[src/hw/rtl/xrs_pkg.sv]
// xrs_pkg: shared types, constants and helper functions of the xoshiro128** random source.
// Depends on nothing; used by every module of the block.
`timescale 1ns / 1ps

package xrs_pkg;

    typedef logic [31:0] word_t;
    typedef word_t [3:0] words_t;

    // Request codes carried in the low bits of the input transfer
    typedef enum logic [2:0] {
        REQ_RAW     = 3'd0,
        REQ_NONNEG  = 3'd1,
        REQ_BOUNDED = 3'd2,
        REQ_SEED32  = 3'd3,
        REQ_SEED64  = 3'd4
    } req_t;

    // Output register source select
    typedef enum logic [1:0] {
        OSEL_RAW,
        OSEL_NONNEG,
        OSEL_MOD,
        OSEL_ZERO
    } osel_t;

    // Input transfer layout
    localparam int REQ_W   = 3;
    localparam int BOUND_W = 32;
    localparam int SEED_W  = 64;
    localparam int IN_W    = 104;
    localparam int OUT_W   = 32;

    // SplitMix64 constants
    localparam logic [63:0] SM_GAMMA = 64'h9E37_79B9_7F4A_7C15;
    localparam logic [63:0] SM_MIX1  = 64'hBF58_476D_1CE4_E5B9;
    localparam logic [63:0] SM_MIX2  = 64'h94D0_49BB_1331_11EB;

    // 32-bit seed chain constants
    localparam word_t SEED_K1 = 32'h9E37_79B9;
    localparam word_t SEED_K2 = 32'h85EB_CA6B;
    localparam word_t SEED_K3 = 32'hC2B2_AE35;

    // Controller to datapath commands
    typedef struct packed {
        logic  load_req;
        logic  seed32;
        logic  step;
        logic  floor_start;
        logic  mod_start;
        logic  mix1;
        logic  mix2;
        logic  store;
        logic  fix;
        logic  out_load;
        osel_t osel;
    } xrs_cmd_t;

    // Datapath to controller status
    typedef struct packed {
        logic div_done;
        logic mul_done;
        logic reject;
        logic bound_small;
        logic idx_last;
    } xrs_sts_t;

    // Words loaded by a 32-bit seed; zero seed taken as one
    function automatic words_t seed32_load(input word_t seed);
        words_t w;
        w[0] = (seed == 32'd0) ? 32'd1 : seed;
        w[1] = w[0] ^ SEED_K1;
        w[2] = w[1] ^ SEED_K2;
        w[3] = w[2] ^ SEED_K3;
        return w;
    endfunction

    function automatic word_t rotl32(input word_t v, input int unsigned n);
        return (v << n) | (v >> (32 - n));
    endfunction

endpackage

[src/hw/rtl/xrs_div.sv]
// xrs_div: radix-2 restoring divider, remainder only, one bit per cycle.
// Depends on xrs_pkg.
`timescale 1ns / 1ps

module xrs_div (
    input  logic                clk,
    input  logic                rst_n,
    input  logic                start,
    input  xrs_pkg::word_t      dividend,
    input  xrs_pkg::word_t      divisor,
    output logic                done,
    output xrs_pkg::word_t      remainder
);
    import xrs_pkg::*;

    logic        busy_reg, busy_next;
    logic        done_reg, done_next;
    logic [4:0]  cnt_reg, cnt_next;
    word_t       rem_reg, rem_next;
    word_t       quo_reg, quo_next;
    word_t       dvs_reg, dvs_next;
    logic [32:0] partial;
    logic [32:0] trial;

    assign partial = {rem_reg, quo_reg[31]};
    assign trial   = partial - {1'b0, dvs_reg};

    // One shift-subtract step per cycle
    always_comb
    begin
        busy_next = busy_reg;
        done_next = 1'b0;
        cnt_next  = cnt_reg;
        rem_next  = rem_reg;
        quo_next  = quo_reg;
        dvs_next  = dvs_reg;
        if (start)
        begin
            busy_next = 1'b1;
            cnt_next  = 5'd0;
            rem_next  = '0;
            quo_next  = dividend;
            dvs_next  = divisor;
        end
        else if (busy_reg)
        begin
            rem_next = trial[32] ? partial[31:0] : trial[31:0];
            quo_next = {quo_reg[30:0], 1'b0};
            cnt_next = cnt_reg + 5'd1;
            if (cnt_reg == 5'd31)
            begin
                busy_next = 1'b0;
                done_next = 1'b1;
            end
        end
    end

    always_ff @(posedge clk or negedge rst_n)
    begin
        if (!rst_n)
        begin
            busy_reg <= 1'b0;
            done_reg <= 1'b0;
            cnt_reg  <= '0;
        end
        else
        begin
            busy_reg <= busy_next;
            done_reg <= done_next;
            cnt_reg  <= cnt_next;
        end
    end

    always_ff @(posedge clk)
    begin
        rem_reg <= rem_next;
        quo_reg <= quo_next;
        dvs_reg <= dvs_next;
    end

    assign done      = done_reg;
    assign remainder = rem_reg;

endmodule

[src/hw/rtl/xrs_mul.sv]
// xrs_mul: low 64 bits of a 64x64 product from three 32x32 partial products.
// Depends on xrs_pkg.
`timescale 1ns / 1ps

module xrs_mul (
    input  logic         clk,
    input  logic         rst_n,
    input  logic         start,
    input  logic [63:0]  a,
    input  logic [63:0]  b,
    output logic         done,
    output logic [63:0]  product
);
    import xrs_pkg::*;

    logic        busy_reg, busy_next;
    logic        done_reg, done_next;
    logic [1:0]  ph_reg, ph_next;
    logic [63:0] a_reg, a_next;
    logic [63:0] b_reg, b_next;
    logic [63:0] acc_reg, acc_next;
    word_t       mx, my;
    logic [63:0] pp;

    // Partial product select: lo*lo, lo*hi, hi*lo
    always_comb
    begin
        unique case (ph_reg)
            2'd0:    begin mx = a_reg[31:0];  my = b_reg[31:0];  end
            2'd1:    begin mx = a_reg[31:0];  my = b_reg[63:32]; end
            default: begin mx = a_reg[63:32]; my = b_reg[31:0];  end
        endcase
    end

    assign pp = 64'(mx * my);

    // Accumulate, cross terms into the upper half only
    always_comb
    begin
        busy_next = busy_reg;
        done_next = 1'b0;
        ph_next   = ph_reg;
        a_next    = a_reg;
        b_next    = b_reg;
        acc_next  = acc_reg;
        if (start)
        begin
            busy_next = 1'b1;
            ph_next   = 2'd0;
            a_next    = a;
            b_next    = b;
        end
        else if (busy_reg)
        begin
            if (ph_reg == 2'd0)
                acc_next = pp;
            else
                acc_next = {acc_reg[63:32] + pp[31:0], acc_reg[31:0]};
            ph_next = ph_reg + 2'd1;
            if (ph_reg == 2'd2)
            begin
                busy_next = 1'b0;
                done_next = 1'b1;
            end
        end
    end

    always_ff @(posedge clk or negedge rst_n)
    begin
        if (!rst_n)
        begin
            busy_reg <= 1'b0;
            done_reg <= 1'b0;
            ph_reg   <= 2'd0;
        end
        else
        begin
            busy_reg <= busy_next;
            done_reg <= done_next;
            ph_reg   <= ph_next;
        end
    end

    always_ff @(posedge clk)
    begin
        a_reg   <= a_next;
        b_reg   <= b_next;
        acc_reg <= acc_next;
    end

    assign done    = done_reg;
    assign product = acc_reg;

endmodule

[src/hw/rtl/xrs_datapath.sv]
// xrs_datapath: generator words, request operands, seeding mix, divider and multiplier.
// Depends on xrs_pkg, xrs_div and xrs_mul.
`timescale 1ns / 1ps

module xrs_datapath (
    input  logic                clk,
    input  logic                rst_n,
    input  xrs_pkg::xrs_cmd_t   cmd,
    input  xrs_pkg::word_t      bound_in,
    input  logic [63:0]         seed_in,
    output xrs_pkg::xrs_sts_t   sts,
    output xrs_pkg::word_t      result
);
    import xrs_pkg::*;

    words_t      words_reg, words_next;
    word_t       bound_reg;
    logic [63:0] seed_reg;
    word_t       draw_reg;
    word_t       result_reg;
    logic [1:0]  idx_reg, idx_next;

    word_t       gen_out;
    words_t      gen_adv;
    word_t       n0, n1, n2, n3, t;
    word_t       x5;

    logic        div_start, div_done;
    word_t       div_dividend, div_rem;
    logic        mul_start, mul_done;
    logic [63:0] mul_a, mul_b, mul_p;
    logic [63:0] seed_inc;
    logic [63:0] mix2_a;
    logic [63:0] fin;

    // xoshiro128** output and state advance
    always_comb
    begin
        x5      = (words_reg[1] << 2) + words_reg[1];
        gen_out = (rotl32(x5, 7) << 3) + rotl32(x5, 7);
        t       = words_reg[1] << 9;
        n2      = words_reg[2] ^ words_reg[0];
        n3      = words_reg[3] ^ words_reg[1];
        n1      = words_reg[1] ^ n2;
        n0      = words_reg[0] ^ n3;
        gen_adv[0] = n0;
        gen_adv[1] = n1;
        gen_adv[2] = n2 ^ t;
        gen_adv[3] = rotl32(n3, 11);
    end

    // SplitMix64 operands
    assign seed_inc = seed_reg + SM_GAMMA;
    assign mix2_a   = mul_p ^ (mul_p >> 27);
    assign fin      = mul_p ^ (mul_p >> 31);

    assign mul_start = cmd.mix1 | cmd.mix2;
    assign mul_a     = cmd.mix1 ? (seed_inc ^ (seed_inc >> 30)) : mix2_a;
    assign mul_b     = cmd.mix1 ? SM_MIX1 : SM_MIX2;

    // Floor is (2^32 - bound) mod bound; remainder holds until the next start
    assign div_start    = cmd.floor_start | cmd.mod_start;
    assign div_dividend = cmd.floor_start ? (32'd0 - bound_reg) : draw_reg;

    xrs_div u_div (
        .clk       (clk),
        .rst_n     (rst_n),
        .start     (div_start),
        .dividend  (div_dividend),
        .divisor   (bound_reg),
        .done      (div_done),
        .remainder (div_rem)
    );

    xrs_mul u_mul (
        .clk     (clk),
        .rst_n   (rst_n),
        .start   (mul_start),
        .a       (mul_a),
        .b       (mul_b),
        .done    (mul_done),
        .product (mul_p)
    );

    // Generator word updates
    always_comb
    begin
        words_next = words_reg;
        idx_next   = idx_reg;
        if (cmd.load_req)
            idx_next = 2'd0;
        if (cmd.seed32)
            words_next = seed32_load(seed_reg[31:0]);
        if (cmd.step)
            words_next = gen_adv;
        if (cmd.store)
        begin
            words_next[idx_reg] = fin[63:32];
            idx_next            = idx_reg + 2'd1;
        end
        if (cmd.fix && (words_reg == '0))
            words_next[0] = 32'd1;
    end

    always_ff @(posedge clk or negedge rst_n)
    begin
        if (!rst_n)
        begin
            words_reg <= seed32_load(32'd1);
            idx_reg   <= 2'd0;
        end
        else
        begin
            words_reg <= words_next;
            idx_reg   <= idx_next;
        end
    end

    // Operand, draw and result registers
    always_ff @(posedge clk)
    begin
        if (cmd.load_req)
        begin
            bound_reg <= bound_in;
            seed_reg  <= seed_in;
        end
        else if (cmd.mix1)
            seed_reg <= seed_inc;
        if (cmd.step)
            draw_reg <= gen_out;
        if (cmd.out_load)
        begin
            unique case (cmd.osel)
                OSEL_RAW:    result_reg <= draw_reg;
                OSEL_NONNEG: result_reg <= draw_reg >> 1;
                OSEL_MOD:    result_reg <= div_rem;
                OSEL_ZERO:   result_reg <= '0;
            endcase
        end
    end

    assign sts.div_done    = div_done;
    assign sts.mul_done    = mul_done;
    assign sts.reject      = (draw_reg < div_rem);
    assign sts.bound_small = (bound_reg < 32'd2);
    assign sts.idx_last    = (idx_reg == 2'd3);
    assign result          = result_reg;

endmodule

[src/hw/rtl/xrs_ctrl.sv]
// xrs_ctrl: request sequencer and output register valid for the random source.
// Depends on xrs_pkg.
`timescale 1ns / 1ps

module xrs_ctrl (
    input  logic                clk,
    input  logic                rst_n,
    input  logic                s_tvalid,
    output logic                s_tready,
    input  logic [2:0]          req_type,
    output logic                m_tvalid,
    input  logic                m_tready,
    output xrs_pkg::xrs_cmd_t   cmd,
    input  xrs_pkg::xrs_sts_t   sts
);
    import xrs_pkg::*;

    typedef enum logic [3:0] {
        ST_IDLE,
        ST_SEED32,
        ST_DRAW,
        ST_BND_CHK,
        ST_FLOOR_START,
        ST_FLOOR_WAIT,
        ST_REJ_CHK,
        ST_MOD_START,
        ST_MOD_WAIT,
        ST_RESULT,
        ST_S64_MIX1,
        ST_S64_WAIT1,
        ST_S64_MIX2,
        ST_S64_WAIT2,
        ST_S64_STORE,
        ST_S64_FIX
    } state_t;

    state_t state_reg, state_next;
    req_t   kind_reg, kind_next;
    logic   ovalid_reg, ovalid_next;
    logic   out_free;

    assign s_tready = (state_reg == ST_IDLE);
    assign m_tvalid = ovalid_reg;
    assign out_free = !ovalid_reg || m_tready;

    // Next state and command decode
    always_comb
    begin
        state_next = state_reg;
        kind_next  = kind_reg;
        cmd        = '0;
        cmd.osel   = OSEL_RAW;
        unique case (state_reg)
            ST_IDLE:
            begin
                if (s_tvalid)
                begin
                    cmd.load_req = 1'b1;
                    kind_next    = req_t'(req_type);
                    unique case (req_t'(req_type))
                        REQ_RAW, REQ_NONNEG: state_next = ST_DRAW;
                        REQ_BOUNDED:         state_next = ST_BND_CHK;
                        REQ_SEED32:          state_next = ST_SEED32;
                        REQ_SEED64:          state_next = ST_S64_MIX1;
                        default:             state_next = ST_IDLE;
                    endcase
                end
            end
            ST_SEED32:
            begin
                cmd.seed32 = 1'b1;
                state_next = ST_IDLE;
            end
            ST_DRAW:
            begin
                cmd.step   = 1'b1;
                state_next = (kind_reg == REQ_BOUNDED) ? ST_REJ_CHK : ST_RESULT;
            end
            ST_BND_CHK:
                state_next = sts.bound_small ? ST_RESULT : ST_FLOOR_START;
            ST_FLOOR_START:
            begin
                cmd.floor_start = 1'b1;
                state_next      = ST_FLOOR_WAIT;
            end
            ST_FLOOR_WAIT:
                if (sts.div_done)
                    state_next = ST_DRAW;
            ST_REJ_CHK:
                state_next = sts.reject ? ST_DRAW : ST_MOD_START;
            ST_MOD_START:
            begin
                cmd.mod_start = 1'b1;
                state_next    = ST_MOD_WAIT;
            end
            ST_MOD_WAIT:
                if (sts.div_done)
                    state_next = ST_RESULT;
            ST_RESULT:
            begin
                priority if (kind_reg == REQ_NONNEG)
                    cmd.osel = OSEL_NONNEG;
                else if (kind_reg == REQ_BOUNDED)
                    cmd.osel = sts.bound_small ? OSEL_ZERO : OSEL_MOD;
                else
                    cmd.osel = OSEL_RAW;
                if (out_free)
                begin
                    cmd.out_load = 1'b1;
                    state_next   = ST_IDLE;
                end
            end
            ST_S64_MIX1:
            begin
                cmd.mix1   = 1'b1;
                state_next = ST_S64_WAIT1;
            end
            ST_S64_WAIT1:
                if (sts.mul_done)
                    state_next = ST_S64_MIX2;
            ST_S64_MIX2:
            begin
                cmd.mix2   = 1'b1;
                state_next = ST_S64_WAIT2;
            end
            ST_S64_WAIT2:
                if (sts.mul_done)
                    state_next = ST_S64_STORE;
            ST_S64_STORE:
            begin
                cmd.store  = 1'b1;
                state_next = sts.idx_last ? ST_S64_FIX : ST_S64_MIX1;
            end
            ST_S64_FIX:
            begin
                cmd.fix    = 1'b1;
                state_next = ST_IDLE;
            end
        endcase

        // Output register valid
        if (cmd.out_load)
            ovalid_next = 1'b1;
        else if (m_tready)
            ovalid_next = 1'b0;
        else
            ovalid_next = ovalid_reg;
    end

    // State and registered outputs
    always_ff @(posedge clk or negedge rst_n)
    begin
        if (!rst_n)
        begin
            state_reg  <= ST_IDLE;
            kind_reg   <= REQ_RAW;
            ovalid_reg <= 1'b0;
        end
        else
        begin
            state_reg  <= state_next;
            kind_reg   <= kind_next;
            ovalid_reg <= ovalid_next;
        end
    end

endmodule

[src/hw/rtl/xoshiro128ss_random_source.sv]
// xoshiro128ss_random_source: top level, joins the request sequencer and the datapath.
// Depends on xrs_pkg, xrs_ctrl and xrs_datapath.
//
//   channel | direction | contents
//   s_*     | in        | request: req_type, bound, seed_value
//   m_*     | out       | random_value, one per draw request
//
// Raw and non-negative draws: m_tvalid and s_tready rise together, after ST_DRAW and ST_RESULT.
// Bounded draws: m_tvalid follows a floor pass and a mod pass, each a start and its steps, on
// the shared bit-serial divider, with a fresh draw for each rejected one; a bound below 2
// skips the divider and returns zero.
// A 64-bit reseed keeps s_tready low through two three-phase 64-bit multiplies and a store
// per word, then the all-zero fix; a 32-bit reseed takes the single ST_SEED32 state.
// Reset loads the words as for a 32-bit seed of 1; no clearing pass is needed.
// One request is in work at a time; a draw that finds a result still held waits in
// its last state until the output register frees, and the input stays closed meanwhile.
`timescale 1ns / 1ps

module xoshiro128ss_random_source (
    input  logic          clk,
    input  logic          rst_n,
    input  logic          s_tvalid,
    output logic          s_tready,
    input  logic [103:0]  s_tdata,   // [2:0] req_type, [34:3] bound, [98:35] seed_value
    output logic          m_tvalid,
    input  logic          m_tready,
    output logic [31:0]   m_tdata    // [31:0] random_value
);
    import xrs_pkg::*;

    xrs_cmd_t cmd;
    xrs_sts_t sts;

    xrs_ctrl u_ctrl (
        .clk      (clk),
        .rst_n    (rst_n),
        .s_tvalid (s_tvalid),
        .s_tready (s_tready),
        .req_type (s_tdata[REQ_W-1:0]),
        .m_tvalid (m_tvalid),
        .m_tready (m_tready),
        .cmd      (cmd),
        .sts      (sts)
    );

    xrs_datapath u_dp (
        .clk      (clk),
        .rst_n    (rst_n),
        .cmd      (cmd),
        .bound_in (s_tdata[REQ_W+BOUND_W-1:REQ_W]),
        .seed_in  (s_tdata[REQ_W+BOUND_W+SEED_W-1:REQ_W+BOUND_W]),
        .sts      (sts),
        .result   (m_tdata)
    );

endmodule

[config.mk]
export PLATFORM = sky130hd
export DESIGN_NAME = xoshiro128ss_random_source
export DESIGN_NICKNAME = d
export VERILOG_FILES = /design/src/hw/rtl/xrs_pkg.sv /design/src/hw/rtl/xrs_div.sv /design/src/hw/rtl/xrs_mul.sv /design/src/hw/rtl/xrs_datapath.sv /design/src/hw/rtl/xrs_ctrl.sv /design/src/hw/rtl/xoshiro128ss_random_source.sv
export SDC_FILE = /design/constraint.sdc
export NUM_CORES = 2
export LEC_CHECK = 0
export ABC_AREA = 1
export BUFFER_PORTS_ARGS = -buffer_cell sky130_fd_sc_hd__buf_4
export CORE_MARGIN = 2
export CORE_UTILIZATION = 29
export DETAILED_ROUTE_END_ITERATION = 7
export GPL_TIMING_DRIVEN = 0
export MAX_ROUTING_LAYER = met4
export PLACE_DENSITY_LB_ADDON = 0.25
export SLEW_MARGIN = 30
export SYNTH_ARGS = -nofsm -noshare
export SYNTH_HDL_FRONTEND = slang
export SYNTH_SLANG_ARGS = --single-unit
[constraint.sdc]
create_clock -name clk -period 10.2 [get_ports clk]
set_clock_uncertainty 0.1 [all_clocks]
set_input_delay 0.51 -clock clk [delete_from_list [all_inputs] [get_ports clk]]
set_output_delay 0.51 -clock clk [all_outputs]
set_load 0.05 [all_outputs]
==> impl_metrics.tcl <==
set metrics [dict create \
    status "finished clean" \
    worstHoldStart "s_tdata[52]" \
    synth-edff-count 354 \
    yosys_warnings 0 \
    synthFlopType "edfxtp_1" \
    final_cell_mix "1696 x inv_1, 1556 x nand2_1, 884 x nor2_1, 811 x fa_1, 478 x ha_1" \
    drtPass1Iterations 7 \
    nets 10400 \
    avgViaCountPerCell 5.14 \
    largest_register_ffs 105 \
    cp_max_fo 10 \
    cp_num_cells 42 \
    critical_path_class "flop to flop" \
    fin_crit_ns 9.96 \
    required_ns 10.53 \
    grt_pass1_wl_um 450000 \
    min_to "u_dp.seed_reg[17]$_DFFE_PP_" \
    hold_slack_ns 0.0286 \
    ys_ff_latch 535 \
    numCtsBuffers 60 \
    htreeDepth 2 \
    grtUsageTotal 0.266 \
    drv_slew 0 \
    max_slew_margin 0.227 \
    ys_types 70 \
    cts_sinks 535 \
    synth-async-reset-ratio 0.279 \
    postSynthCellCount 8626 \
    cts_tree "built" \
    die_h_um 490 \
    die_w_um 490 \
    post-route-util 0.333 \
    crit_buf_inv 14 \
    place.gp.congestion 1.02 \
    netlist_area_um2 68600 \
    timing.rr.start "u_dp.u_mul.ph_reg[0]$_DFFE_PN0P_" \
    hp-class "input pin to flop" \
    reg2regPathDepth 42 \
    crit_family "adder cells" \
    yosys.area_share.simple 0.199 \
    worstMarginPinSlew_ns 1.16 \
    dieArea_um2 240000 \
    port_buffers 136 \
    drtIter0Drc 6644 \
    syn-num-nets 10100 \
    synthMuxAreaShare 0 \
    clkTransAtPathRegs_ns 0.07 \
    hold_viol 0 \
    drt_wl_total_um 318000 \
    syn_area_per_cell_um2 7.95 \
    setup_violations 0 \
    synth-adder-area-share 0.331 \
    start_kind "flop" \
    root_buffer "clkbuf_16" \
    start_util 0.292 \
    drive_gt1_frac 0.0986 \
    drv_cap 0 \
    grt_pass1_vias 61900 \
    routedWlPerCell_um 26.2 \
    ys_seq_area_frac 0.220 \
    syn_to_final_growth_pct 14.2 \
    min_path_cells 3 \
    synth-compound-area-share 0.108 \
    r2r_slack_ns 0.24 \
    synth_top_family_by_area "adder cells" \
    max_freq_mhz 100 \
    dp_hpwl_um 267000 \
    cp_common_cell "inv_1" \
    num_vias 62400 \
    ios 142 \
    crit_path_end_kind "flop" \
    timing.rr.end "u_dp.u_mul.product[56]$_DFFE_PP_" \
    layout_commonest_cell "inv_1" \
    clockBufferDepth 3 \
    worst_path_max_delay_cell "fa_1" \
    rows 178 \
    grt_max_degree 56 \
    timing.final.crit_share 0.976 \
    insertion_delay_ns 0.69 \
    ant_nets 0 \
    critical_path_arrival_ns 10.29 \
    drc 0 \
    antenna_found_initial 8 \
    grt_overflow 0 \
    synthXorXnorAreaFrac 0.0314 \
    critPathMaxStageDelay_ns 0.66 \
    placeableCoreArea_um2 235000 \
]
[metal layers]
metal	up-vias	wire (um)	track usage
li1	28000	-	-
met1	31200	141000	0.364
met2	2740	138000	0.397
met3	506	23800	0.0378
met4	0	15100	0.104
met5	-	0	-
[cell families after synthesis]
family	after synthesis
DFF	535
buffers and inverters	1969
xor gates and xnor gates	245
adders and majority gates	1320
and+or+nand+nor	3265
AOI/OAI and AO/OA	1292
[cells in the mapped netlist, types with 42 or more instances]
master / instances / area, um^2
fa_1: 820 / 16400
dfrtp_1: 91 / 2280
xor2_1: 168 / 1470
edfxtp_1: 354 / 10600
nand2_1: 1570 / 5890
dfstp_2: 58 / 1520
clkbuf_1: 88 / 330
inv_1: 1707 / 6410
a21oi_1: 437 / 2190
nand4_1: 65 / 407
buf_2: 91 / 455
o21ai_1: 72 / 360
nand3_1: 421 / 2110
xnor2_1: 76 / 666
o21ai_0: 464 / 2320
nor2_1: 956 / 3590
inv_2: 42 / 158
nor3_1: 56 / 280
ha_1: 500 / 6260
o211ai_1: 47 / 353
[what timing repair did]
item | 4_1_cts | 5_1_grt
gates cloned | 0 | 1
setup buffers | 22 | 32
endpoints found under the hold margin | 96 | 0
resized for setup | 181 | 177
pin swaps | 6 | 20
setup endpoints to repair | 30 | 19
hold buffers | 51 | 0
[worst max path at each step]
stage / endpoint / from
5_1_grt: u_dp.u_mul.product[58]$_DFFE_PP_ / u_dp.u_mul.ph_reg[0]$_DFFE_PN0P_
3_3_place_gp: u_dp.u_mul.product[59]$_DFFE_PP_ / u_dp.u_mul.ph_reg[0]$_DFFE_PN0P_
4_1_cts: u_dp.u_mul.product[61]$_DFFE_PP_ / u_dp.u_mul.ph_reg[0]$_DFFE_PN0P_
2_1_floorplan: u_dp.u_mul.product[56]$_DFFE_PP_ / u_dp.u_mul.ph_reg[0]$_DFFE_PN0P_
6_report: u_dp.u_mul.product[56]$_DFFE_PP_ / u_dp.u_mul.ph_reg[0]$_DFFE_PN0P_
3_5_place_dp: u_dp.u_mul.product[59]$_DFFE_PP_ / u_dp.u_mul.ph_reg[1]$_DFFE_PN0P_
[worst min-delay path, cell delays in order]
cell and delay (ns):
buf_4 0.08, nand2_1 0.05, o21ai_0 0.06
[stage by stage]
step / TNS, ns / setup slack (ns) / std cells / instance area, um^2
2_1_floorplan: 0 / 1.53 / 8626 / 68600
3_3_place_gp: -105.06 / -2.21 / 11900 / 73600
3_5_place_dp: -22.72 / -1.83 / 11900 / 73900
4_1_cts: -0.184 / -0.0911 / 12100 / 77400
5_1_grt: -0.0884 / -0.0367 / 12100 / 78300
6_report: 0 / 0.241 / 12200 / 78300
[area by class of cell]
class,count,area [um^2]
multi-input cells,6122,47200
clock buffers,85,1760
repair buffers,255,2250
well taps,3150,3940
diodes,7,17.5
fillers,25100,157000
inverters,1756,6650
flip-flops and latches,535,15100
plain buffers,213,1180
clock inverters,28,318
Power is left out: the tool's default activity adds up to more than one toggle a clock period on the data nets, which glitch-free logic cannot reach.
